**config.mk**
```make
export PLATFORM = sky130hd
export DESIGN_NAME = bbms_window
export DESIGN_NICKNAME = d
export VERILOG_FILES = /design/src/bbms_pkg.sv /design/src/bbms_window.sv
export SDC_FILE = /design/constraint.sdc
export NUM_CORES = 1
export LEC_CHECK = 0
export BUFFER_PORTS_ARGS = -buffer_cell sky130_fd_sc_hd__buf_2
export CAP_MARGIN = 5
export CORE_MARGIN = 3
export CORE_UTILIZATION = 25
export CTS_BUF_LIST = sky130_fd_sc_hd__clkbuf_8 sky130_fd_sc_hd__clkbuf_16
export DETAILED_ROUTE_END_ITERATION = 12
export HOLD_SLACK_MARGIN = 0.08
export SKIP_CTS_REPAIR_TIMING = 1
export SLEW_MARGIN = 0
export SYNTH_ARGS = -nofsm -noshare
export SYNTH_HDL_FRONTEND = slang
export SYNTH_SLANG_ARGS = --single-unit
export TNS_END_PERCENT = 1
```
**constraint.sdc**
```tcl
create_clock -name i_clk -period 28.9 [get_ports i_clk]
set_clock_uncertainty 0.15 [all_clocks]
set_input_delay 1.445 -clock i_clk [delete_from_list [all_inputs] [get_ports i_clk]]
set_output_delay 1.445 -clock i_clk [all_outputs]
set_load 0.01 [all_outputs]
```
**src/bbms_pkg.sv**
```systemverilog
// ----------------------------------------------------------------------------
// Box majority stencil package
// Shared widths, limits, register codes and helper functions.
// ----------------------------------------------------------------------------
package bbms_pkg;

    localparam int MAX_COLS   = 1024;
    localparam int MAX_ROWS   = 4096;
    localparam int MAX_RADIUS = 3;
    localparam int WIN_SIDE   = 2 * MAX_RADIUS + 1;
    localparam int HIST_W     = 2 * MAX_RADIUS;

    localparam int COL_W      = $clog2(MAX_COLS);
    localparam int ROW_W      = $clog2(MAX_ROWS);
    localparam int CFG_COLS_W = 11;
    localparam int CFG_ROWS_W = 13;
    localparam int RAD_W      = 2;
    localparam int ROUGH_W    = 6;
    localparam int CNT_W      = $clog2(WIN_SIDE * WIN_SIDE + 1);
    localparam int HALF_W     = 5;
    localparam int CMP_W      = 8;
    localparam int CFG_IDX_W  = 2;
    localparam int CFG_DATA_W = 13;

    localparam logic [CFG_COLS_W-1:0] COLS_RESET  = CFG_COLS_W'(66);
    localparam logic [CFG_ROWS_W-1:0] ROWS_RESET  = CFG_ROWS_W'(66);
    localparam logic [RAD_W-1:0]      RAD_RESET   = RAD_W'(1);
    localparam logic [ROUGH_W-1:0]    ROUGH_RESET = ROUGH_W'(0);

    typedef enum logic [CFG_IDX_W-1:0] {
        REG_PADDED_COLS = 2'd0,
        REG_PADDED_ROWS = 2'd1,
        REG_RADIUS      = 2'd2,
        REG_ROUGHNESS   = 2'd3
    } t_cfg_reg;

    typedef struct packed {
        logic [ROW_W-1:0] row;
        logic [COL_W-1:0] col;
        logic             emit;
        logic             last;
    } t_pos;

    function automatic logic [HALF_W-1:0] half_count(input logic [RAD_W-1:0] rad);
        logic [HALF_W-1:0] r;
        r = HALF_W'(rad);
        return HALF_W'(r * (r + HALF_W'(1)) * HALF_W'(2));
    endfunction

endpackage

```
**src/bbms_window.sv**
```systemverilog
// ----------------------------------------------------------------------------
// Box majority stencil window
// Sliding square window of column words, wall count and hysteresis decision.
// ----------------------------------------------------------------------------
module bbms_window (
    input  logic                            i_clk,
    input  logic                            i_rst_n,
    input  logic                            i_shift,
    input  logic [bbms_pkg::WIN_SIDE-1:0]   i_column,
    input  logic [bbms_pkg::RAD_W-1:0]      i_radius,
    input  logic [bbms_pkg::ROUGH_W-1:0]    i_roughness,
    output logic                            o_new_cell
);

    logic [bbms_pkg::WIN_SIDE-1:0] r_window [bbms_pkg::WIN_SIDE];
    logic [bbms_pkg::RAD_W:0]      side;
    logic [bbms_pkg::RAD_W:0]      centre_idx;
    logic [bbms_pkg::CNT_W-1:0]    count;
    logic [bbms_pkg::CNT_W-1:0]    walls;
    logic                          centre;
    logic [bbms_pkg::CMP_W-1:0]    half;
    logic [bbms_pkg::CMP_W-1:0]    rough;
    logic [bbms_pkg::CMP_W-1:0]    walls_ext;

    always_ff @(posedge i_clk) begin
        if (!i_rst_n) begin
            for (int i = 0; i < bbms_pkg::WIN_SIDE; i++) begin
                r_window[i] <= '0;
            end
        end else if (i_shift) begin
            for (int i = bbms_pkg::WIN_SIDE - 1; i > 0; i--) begin
                r_window[i] <= r_window[i-1];
            end
            r_window[0] <= i_column;
        end
    end

    always_comb begin
        side       = {i_radius, 1'b1};
        centre_idx = {1'b0, i_radius};
        count      = '0;
        for (int dx = 0; dx < bbms_pkg::WIN_SIDE; dx++) begin
            for (int dy = 0; dy < bbms_pkg::WIN_SIDE; dy++) begin
                if (dx < int'(side) && dy < int'(side)) begin
                    count = count + bbms_pkg::CNT_W'(r_window[dx][dy]);
                end
            end
        end
        centre    = r_window[centre_idx][centre_idx];
        walls     = count - bbms_pkg::CNT_W'(centre);
        half      = bbms_pkg::CMP_W'(bbms_pkg::half_count(i_radius));
        rough     = bbms_pkg::CMP_W'(i_roughness);
        walls_ext = bbms_pkg::CMP_W'(walls);
        priority if (walls_ext >= half + rough) begin
            o_new_cell = 1'b1;
        end else if (walls_ext + rough <= half) begin
            o_new_cell = 1'b0;
        end else begin
            o_new_cell = centre;
        end
    end

endmodule

```
==> reports/qor.yml <==
floorplanning:
  die_area_sq_um: 44800
  io_pins: 19
  num_rows: 74
  die_x_microns: 212
  floorplan.initialDensity: 0.256
  die_h_microns: 212
  core_area_sq_um: 41300
synth:
  synthesis.nets: 1395
  synth_xor_xnor_area_share: 0.236
  synth_top_family_by_area: "XOR/XNOR gates"
  yosysUniqueCellTypes: 92
  ys_warn_count: 0
  ys_ff_latch: 49
  netlist_instances: 1256
  netlist_area_sq_um: 10600
  syn_avg_cell_area_sq_um: 8.42
  synthAdderAreaFrac: 0.147
  synth-simple-area-share: 0.227
  synthArstFlopShare: 0
  synthMuxAreaShare: 0.0515
  synth_enable_flop_cells: 49
  yosys_most_used_dff: "edfxtp_1"
  seq_area_frac_synth: 0.139
  synth_compound_area_frac: 0.157
sta:
  clock.fmax_mhz: 36.1
  finalCritPeriodShare: 0.959
  worst_slew_pin_slew_ps: 1120
  tns_ps: 0
  finalHoldViolations: 0
  drv_slew: 0
  slew_headroom: 0.245
  setup_viol: 0
  min_period_ps: 27710
  whs_ps: 436
clocking:
  cts_tree: "yes"
  clkLatencyLatePin_ps: 280
  root_buffer: "clkbuf_16"
  clock-sinks: 49
  clk_path_buf_depth: 2
  path_clk_slew_ps: 60
  cts_max_level: 2
  cts-buffers-inserted: 5
setup_path:
  cp.required_ps: 27310
  cp-end-kind: "primary output"
  cp.arrival_ps: 26120
  r2r_start: "r_window[0][0]"
  crit_top_cell: "ha_1"
  r2r_setup_slack_ps: 27810
  worst_r2r_endpoint: "r_window[1][0]"
  cp-start-kind: "primary input"
  critPathKind: "primary input to primary output"
  rr_worst_depth: 1
  cp_slowest_cell: "ha_2"
  crit_path_start: "i_radius[1]"
  cp_max_fo: 7
  critPathTopFamily: "adder cells"
  worst-path-buf-inv: 27
  slowest_delay_ps: 350
hold_path:
  hold_class: "flop to flop"
  hold_start: "r_window[0][2]"
  min_path_cells: 1
  worstHoldEndpoint: "r_window[1][2]"
global_route:
  first_global_vias: 8605
  grt_pass1_wl_microns: 42600
  grt_overflow: 0
  track_usage: 0.112
  grt_max_degree: 65
  antenna_found_initial: 0
cells_and_area:
  stdcell_area_sq_um: 12300
  regMostFlops: "r_window"
  antenna-diode-count: 0
  final_util: 0.299
  fin_cells: 1831
  largest_reg_flops: 49
  layout_commonest_cell: "nand2_1"
  mostFrequentLayoutCells: "nand2_1, ha_1, xnor2_1, buf_4, nor2_1"
  drive_above_1_share: 0.200
  top_regs: "r_window x49"
  num-nets-final: 1439
  areaGrowthSynthToFinish_pct: 16.8
pwr:
  power_density_nw_per_um2: 66.4
  p_int_mw: 0.434
  p_seq_frac: 0.106
  sw_frac_of_total: 0.471
  comb_power_share: 0.829
  p_sw_mw: 0.386
  p_leak_nw: 5.41
  peakVddDrop_uv: 79.7
  clkPwrFrac: 0.065
drt:
  wl_per_cell_microns: 14.2
  vias: 9163
  routed_wl_microns: 25900
  drtAntennaViolNets: 0
  first_pass_iters: 5
  vias_per_cell: 5.00
  drc: 0
  drt_iter0_drc: 558
placement:
  placedInstanceArea_sq_um: 11500
  placedCellCount: 1799
  gp_congestion: 0.824
  dp_hpwl_microns: 20000
  io_buffers: 18
outcome:
  outcome: "finished, final reports clean"
job:
  drv_cap: 0
per-layer routing:
layer | GRT usage | vias up | part of all wire | wire length [microns]
met5 | 0 | - | 0 | 0
met4 | 0.0109 | 0 | 0.0088 | 229
li1 | - | 4620 | - | -
met1 | 0.155 | 4396 | 0.49 | 12700
met2 | 0.199 | 129 | 0.48 | 12600
met3 | 0.00459 | 18 | 0.018 | 472
synthesized netlist by cell type (5+ instances only):
master / count / area, sq um
buf_1: 7 / 26.3
nand3_1: 56 / 280
nand2b_1: 18 / 113
ha_1: 119 / 1490
and3_1: 61 / 382
nor2b_1: 16 / 100
a21boi_0: 6 / 45.0
o211ai_1: 10 / 75.1
xor2_1: 40 / 350
nor3b_1: 7 / 52.6
nor4_1: 6 / 37.5
inv_1: 54 / 203
a32oi_1: 5 / 43.8
a31oi_1: 14 / 87.6
o21ai_0: 54 / 270
and4_1: 5 / 43.8
xor3_1: 5 / 119
mux2i_1: 35 / 350
nand4_1: 15 / 93.8
mux2_2: 11 / 124
a21o_1: 28 / 210
xnor2_1: 93 / 815
o22ai_1: 6 / 37.5
xnor3_2: 9 / 214
nand2_1: 151 / 567
buf_2: 6 / 30.0
edfxtp_1: 49 / 1470
and2_1: 14 / 87.6
clkbuf_1: 42 / 158
o21a_1: 14 / 105
xnor2_2: 9 / 146
xnor3_1: 23 / 518
nor2_1: 71 / 267
a21oi_1: 68 / 340
a211oi_1: 5 / 37.5
nor3_1: 24 / 120
cells by family (layout without fill, tap and decap cells):
family                     count (synthesis)  in the layout
buffers and inverters                    113            156
adders and majority gates                124            124
xor gates and xnor gates                 193            193
muxes                                     50             50
DFF                                       49             49
and+or+nand+nor                          474            474
AOI/OAI and AO/OA                        253            253
power groups by stage:
stage / combinational, mW / sequential, mW / clock (mW)
after detailed placement: 0.605 / 0.0882 / 0
after CTS: 0.610 / 0.0868 / 0.0546
after global placement: 0.593 / 0.0882 / 0
final: 0.679 / 0.0868 / 0.0534
after floorplan: 0.478 / 0.0864 / 0
after global routing: 0.752 / 0.0873 / 0.0582
metrics by stage:
step	total power, mW	setup slack, ps
2_1_floorplan	0.565	7.43
3_3_place_gp	0.681	-289
3_5_place_dp	0.693	-820
4_1_cts	0.751	-916
5_1_grt	0.897	-248
6_report	0.819	1190
area by class of cell:
cell class	instances	area, sq um
Tap cell	532	666
Inverter	57	214
Sequential cell	49	1470
Multi-Input combinational cell	1094	9210
Timing Repair Buffer	93	659
Clock buffer	5	125
Fill cell	4391	28900
Clock inverter	1	5.00
worst max path at each step:
stage,endpoint,slack [ps],cells past startpoint
floorplan,o_new_cell,7,161
global placement,o_new_cell,-290,158
detailed placement,o_new_cell,-820,158
CTS,o_new_cell,-920,158
global route,o_new_cell,-250,158
finish,o_new_cell,1190,158
Power figures use the tool's default switching activity.
