===== src/bbms_pkg.sv =====
// ----------------------------------------------------------------------------
// Box majority stencil package
// Shared widths, limits, register codes and helper functions.
// ----------------------------------------------------------------------------
package bbms_pkg;

    localparam int MAX_COLS   = 1024;
    localparam int MAX_ROWS   = 4096;
    localparam int MAX_RADIUS = 3;
    localparam int WIN_SIDE   = 2 * MAX_RADIUS + 1;
    localparam int HIST_W     = 2 * MAX_RADIUS;

    localparam int COL_W      = $clog2(MAX_COLS);
    localparam int ROW_W      = $clog2(MAX_ROWS);
    localparam int CFG_COLS_W = 11;
    localparam int CFG_ROWS_W = 13;
    localparam int RAD_W      = 2;
    localparam int ROUGH_W    = 6;
    localparam int CNT_W      = $clog2(WIN_SIDE * WIN_SIDE + 1);
    localparam int HALF_W     = 5;
    localparam int CMP_W      = 8;
    localparam int CFG_IDX_W  = 2;
    localparam int CFG_DATA_W = 13;

    localparam logic [CFG_COLS_W-1:0] COLS_RESET  = CFG_COLS_W'(66);
    localparam logic [CFG_ROWS_W-1:0] ROWS_RESET  = CFG_ROWS_W'(66);
    localparam logic [RAD_W-1:0]      RAD_RESET   = RAD_W'(1);
    localparam logic [ROUGH_W-1:0]    ROUGH_RESET = ROUGH_W'(0);

    typedef enum logic [CFG_IDX_W-1:0] {
        REG_PADDED_COLS = 2'd0,
        REG_PADDED_ROWS = 2'd1,
        REG_RADIUS      = 2'd2,
        REG_ROUGHNESS   = 2'd3
    } t_cfg_reg;

    typedef struct packed {
        logic [ROW_W-1:0] row;
        logic [COL_W-1:0] col;
        logic             emit;
        logic             last;
    } t_pos;

    function automatic logic [HALF_W-1:0] half_count(input logic [RAD_W-1:0] rad);
        logic [HALF_W-1:0] r;
        r = HALF_W'(rad);
        return HALF_W'(r * (r + HALF_W'(1)) * HALF_W'(2));
    endfunction

endpackage


===== src/bbms_position.sv =====
// ----------------------------------------------------------------------------
// Box majority stencil position tracker
// Raster row and column counters with wrap, interior test and last-cell flag.
// ----------------------------------------------------------------------------
module bbms_position (
    input  logic                             i_clk,
    input  logic                             i_rst_n,
    input  logic                             i_accept,
    input  logic                             i_frame_start,
    input  logic [bbms_pkg::CFG_COLS_W-1:0]  i_cols,
    input  logic [bbms_pkg::CFG_ROWS_W-1:0]  i_rows,
    input  logic [bbms_pkg::RAD_W-1:0]       i_radius,
    output logic [bbms_pkg::COL_W-1:0]       o_col_addr,
    output bbms_pkg::t_pos                   o_pos
);

    logic [bbms_pkg::COL_W-1:0]      r_col;
    logic [bbms_pkg::ROW_W-1:0]      r_row;
    logic [bbms_pkg::COL_W-1:0]      n_col;
    logic [bbms_pkg::ROW_W-1:0]      n_row;
    logic [bbms_pkg::COL_W-1:0]      col_now;
    logic [bbms_pkg::ROW_W-1:0]      row_now;
    logic [bbms_pkg::CFG_COLS_W-1:0] col_inc;
    logic [bbms_pkg::CFG_ROWS_W-1:0] row_inc;
    logic [bbms_pkg::RAD_W:0]        twice_rad;

    always_comb begin
        col_now = i_frame_start ? '0 : r_col;
        row_now = i_frame_start ? '0 : r_row;
        if ({1'b0, col_now} >= i_cols) begin
            col_now = '0;
        end
        if ({1'b0, row_now} >= i_rows) begin
            row_now = '0;
        end
        twice_rad = {i_radius, 1'b0};
        col_inc   = {1'b0, col_now} + bbms_pkg::CFG_COLS_W'(1);
        row_inc   = {1'b0, row_now} + bbms_pkg::CFG_ROWS_W'(1);
        if (col_inc >= i_cols) begin
            n_col = '0;
            n_row = (row_inc >= i_rows) ? '0 : row_inc[bbms_pkg::ROW_W-1:0];
        end else begin
            n_col = col_inc[bbms_pkg::COL_W-1:0];
            n_row = row_now;
        end
        o_col_addr = col_now;
        o_pos.row  = row_now - bbms_pkg::ROW_W'(i_radius);
        o_pos.col  = col_now - bbms_pkg::COL_W'(i_radius);
        o_pos.emit = (row_now >= bbms_pkg::ROW_W'(twice_rad))
                  && (col_now >= bbms_pkg::COL_W'(twice_rad));
        o_pos.last = ({1'b0, row_now} == i_rows - bbms_pkg::CFG_ROWS_W'(1))
                  && ({1'b0, col_now} == i_cols - bbms_pkg::CFG_COLS_W'(1));
    end

    always_ff @(posedge i_clk) begin
        if (!i_rst_n) begin
            r_col <= '0;
            r_row <= '0;
        end else if (i_accept) begin
            r_col <= n_col;
            r_row <= n_row;
        end
    end

    // A frame start places the word at column zero, so the next column is one or wraps.
    a_start_col: assert property (@(posedge i_clk) disable iff (!i_rst_n)
        i_accept && i_frame_start |=> r_col == bbms_pkg::COL_W'(1) || r_col == '0)
        else $error("column counter wrong after frame start");

    a_hold_pos: assert property (@(posedge i_clk) disable iff (!i_rst_n)
        !i_accept |=> $stable(r_col) && $stable(r_row))
        else $error("position moved without a word");

endmodule


===== config.mk =====
export PLATFORM = sky130hd
export DESIGN_NAME = bbms_position
export DESIGN_NICKNAME = d
export VERILOG_FILES = /design/src/bbms_pkg.sv /design/src/bbms_position.sv
export SDC_FILE = /design/constraint.sdc
export NUM_CORES = 1
export LEC_CHECK = 0
export BUFFER_PORTS_ARGS = -buffer_cell sky130_fd_sc_hd__buf_2
export CAP_MARGIN = 10
export CORE_ASPECT_RATIO = 1.1
export CORE_MARGIN = 5
export CORE_UTILIZATION = 57
export DETAILED_ROUTE_END_ITERATION = 6
export HOLD_SLACK_MARGIN = 0.15
export PLACE_DENSITY = 0.79
export REMOVE_ABC_BUFFERS = 1
export SYNTH_ARGS = -nofsm -noshare
export SYNTH_HDL_FRONTEND = slang
export SYNTH_SLANG_ARGS = --single-unit

===== constraint.sdc =====
create_clock -name i_clk -period 7.3 [get_ports i_clk]
set_input_delay 0.365 -clock i_clk [delete_from_list [all_inputs] [get_ports i_clk]]
set_output_delay 0.365 -clock i_clk [all_outputs]
set_load 0.02 [all_outputs]

==> metrics.md <==
| Metric | Value |
|---|---|
| DRT Wirelength | around 13000 microns |
| Post-route ant nets | 0 |
| Fin crit period | 5690 ps |
| Final hold vios | 0 |
| Static leakage | about 0.0021 uW |
| Worst skew pair latency | 280 ps |
| Rel. slew slack | 38.6% |
| Pre-CTS setup slack | around 1500 ps |
| Sequential standard cell area | approximately 440 sq um |
| Gate power share | 39.1% |
| Unique masters post-synth | 72 |
| Unrepaired setup endpoints after global routing | no |
| CTS buffer count | 3 |
| Crit path depth | 25 |
| DIE AREA | between 0.009 and 0.01 sq mm |
| Die Y | 99.3 microns |
| Via density | about 6.4 |
| Worst reg2reg path depth | 23 |
| Initial DRC Count | roughly 170 |
| CTS root buf | clkbuf_8 |
| Pins Over Slew Limit | 0 |
| PD cells | approximately 89 mW/mm^2 |
| Final nets | 726 |
| Element type at the critical path end | flop |
| Startpoint types | primary input |
| Initial Utilization | roughly three fifths |
| Slew @ Worst Pin | approximately 920 ps |
| Max cap viols | 0 |
| Post-synth ARST share | 0% |
| GRT Total Usage | between 20% and 30% |
| Clk_skew | roughly 13 ps |
| CTS tree | yes |
| Postcts setup bufs | 0 |
| Sw Share | approximately 37% |
| Synth Flop Type | dfxtp_1 |
| Crit path DAT | just under 6000 ps |
| Syn avg cell area | roughly 7 sq um |
| Fin area | roughly 0.0045 sq mm |
| Warnings, synthesis | 0 |
| Sequential power share | 30.9% |
| Final core occ | between 60% and 70% |
| IO Pins | 64 |
| CTS max path bufs | 2 |
| Worst Hold Depth | 1 |
| Std cell rows | 32 |
| Vias | about 4600 |
| Final setup viols | 0 |
| Sequential area share after synthesis | about a tenth |
| Global placement routability congestion | approximately 0.96 |
| Setup slack after layout | 1610 ps |
| Leading area contributor after synthesis | ha_1 |
| Slowest CP cell | nor4bb_1 |
| Layout cells sized above 1 | about 14% |
| Yosys top cell area share | between 10% and 20% |
| Area grow syn2layout | 9.98% |
| Antenna Cells | 0 |
| Crit-path max cell delay | ~700 ps |
| Part of the cycle the worst path needs | between 70% and 80% |
| Worst hold slack | 536 ps |
| Initial antenna violation count | 0 |
| HP Class | reg -> reg |
| Vias in the first global route | 4462 |
| WP buf/inv | 4 |
| Switch Pwr | approximately 150 uW |
| GRT overflow | 0 |
| Max FO, Critical Path | 23 |
| Clock Power Share | about 30% |
| Core Area | 0.00705 sq mm |
| Clk slew on worst S/H paths | 90 ps |
| Internal power | ~250 uW |
| CP required | 7490 ps |
| DR WL/cell | around 18 microns |
| CTS Sinks | 22 |
| Multi-input gate area | 0.00339 sq mm |
| Placed cell areas | 0.00448 sq mm |
| Setup TNS | 0 ps |
| Critical path type | in -> reg |
| Cell area after synthesis | around 0.0041 sq mm |
| Filler instances | 660 |
| Status | finished, final reports clean |
| First-pass GRT wire length | just over 20000 microns |
| Post-synth EDFFs | 0 |
| Synth Instances | 590 |
| CTS Hold Buffers Added | 0 |
| First-pass iteration count of the detailed router | 4 |
| CTS H-tree lvls | 1 |
| Leading post-synthesis cells by cell area | ha_1 18%, dfxtp_1 11%, xnor2_1 6.1% |
| Largest net degree at the start of global routing | 26 |
| Synth Register Bits | 22 |
| Hpwl dp | 10400 microns |
| Peak Freq | between 0.15 and 0.2 GHz |
| Cts repair resizes | 0 |
| Die width | slightly above 90 microns |
| Port bufs | between 60 and 70 |
| DRC violation count after routing | 0 |
| Worst VDD drop | ~0.085 mV |
| Cell family with most CP delay | compound AO/OA/AOI/OAI gates |
area by class of cell:
| type | instances | share of cell area (%) |
|---|---|---|
| clock inverters | 1 | 0.660 |
| inverters | 56 | 4.62 |
| multi-input cells | 488 | 74.5 |
| repair buffers | 65 | 7.26 |
| well taps | 85 | 2.34 |
| clock buffers | 3 | 0.908 |
| flip-flops and latches | 22 | 9.68 |
metrics by stage:
| step | total power (uW) | instances |
|---|---|---|
| 6_report | 404 | 720 |
| 5_1_grt | 424 | 720 |
| 4_1_cts | 403 | 720 |
| 3_5_place_dp | 283 | 716 |
| 3_3_place_gp | 280 | 716 |
| 2_1_floorplan | 225 | 566 |
worst paths after layout:
path,slack [ps],to,startpoint
setup / recovery,1610,r_row[7]$_SDFFE_PN0P_,i_frame_start
hold / removal,540,r_row[1]$_SDFFE_PN0P_,r_row[1]$_SDFFE_PN0P_
setup reg to reg,1710,r_row[7]$_SDFFE_PN0P_,r_row[4]$_SDFFE_PN0P_
hold reg to reg,540,r_row[1]$_SDFFE_PN0P_,r_row[1]$_SDFFE_PN0P_
power by group through the flow:
stage,clock network (uW),logic (uW),registers [uW]
floorplan,0,98.7,126
global placement,0,152,128
detailed placement,0,156,128
CTS,122,157,125
global route,125,174,125
finish,121,158,125
per-layer routing:
metal | vias to the layer above | global-route usage (%) | wire length [microns]
li1 | 2202 | - | -
met1 | 2154 | 30.4 | 5030
met2 | 192 | 50.3 | 6450
met3 | 46 | 3.56 | 757
met4 | 0 | 12.3 | 547
met5 | - | 0 | 0
kinds of logic (layout without fill, tap and decap cells):
kind of cell	count (synthesis)	in the layout	share of synthesized area, %
flops	22	22	10.7
fa+ha+maj	60	60	18.5
buf+inv	80	125	7.50
simple gates	238	238	30.0
mux	1	1	0.242
compound gates	149	149	24.6
xor+xnor	40	40	8.47
cell usage in the layout (no fill, tap or decap), drive strengths merged, types with 6 or more instances in the layout:
cell type and n:
nand3 22, a21boi 6, nor2 50, a211oi 7, o21ai 37, a21o 9
nand4 12, dfxtp 22, a21oi 31, ha 58, buf 65, and3 6
nand2b 11, xnor2 29, nand2 58, nor2b 26, or4 6, a32o 6
and2 6, xor2 11, inv 55, nor3 16
sequential cells by signal (all words and copies together), names as in the netlist:
name	count
r_row	12
r_col	10
cell usage after synthesis, drive strengths merged (6+ instances only):
library cell,count
a21oi,31
dfxtp,22
ha,58
or4,6
nor3,16
and3,6
and2,6
a21o,9
a211oi,7
a32o,6
o21ai,37
clkbuf,21
nand2,58
xnor2,29
a21boi,6
nand3,22
nor2b,26
inv,55
nand4,12
xor2,11
nand2b,11
nor2,50
Note: power is estimated with default switching activity, not from simulation.
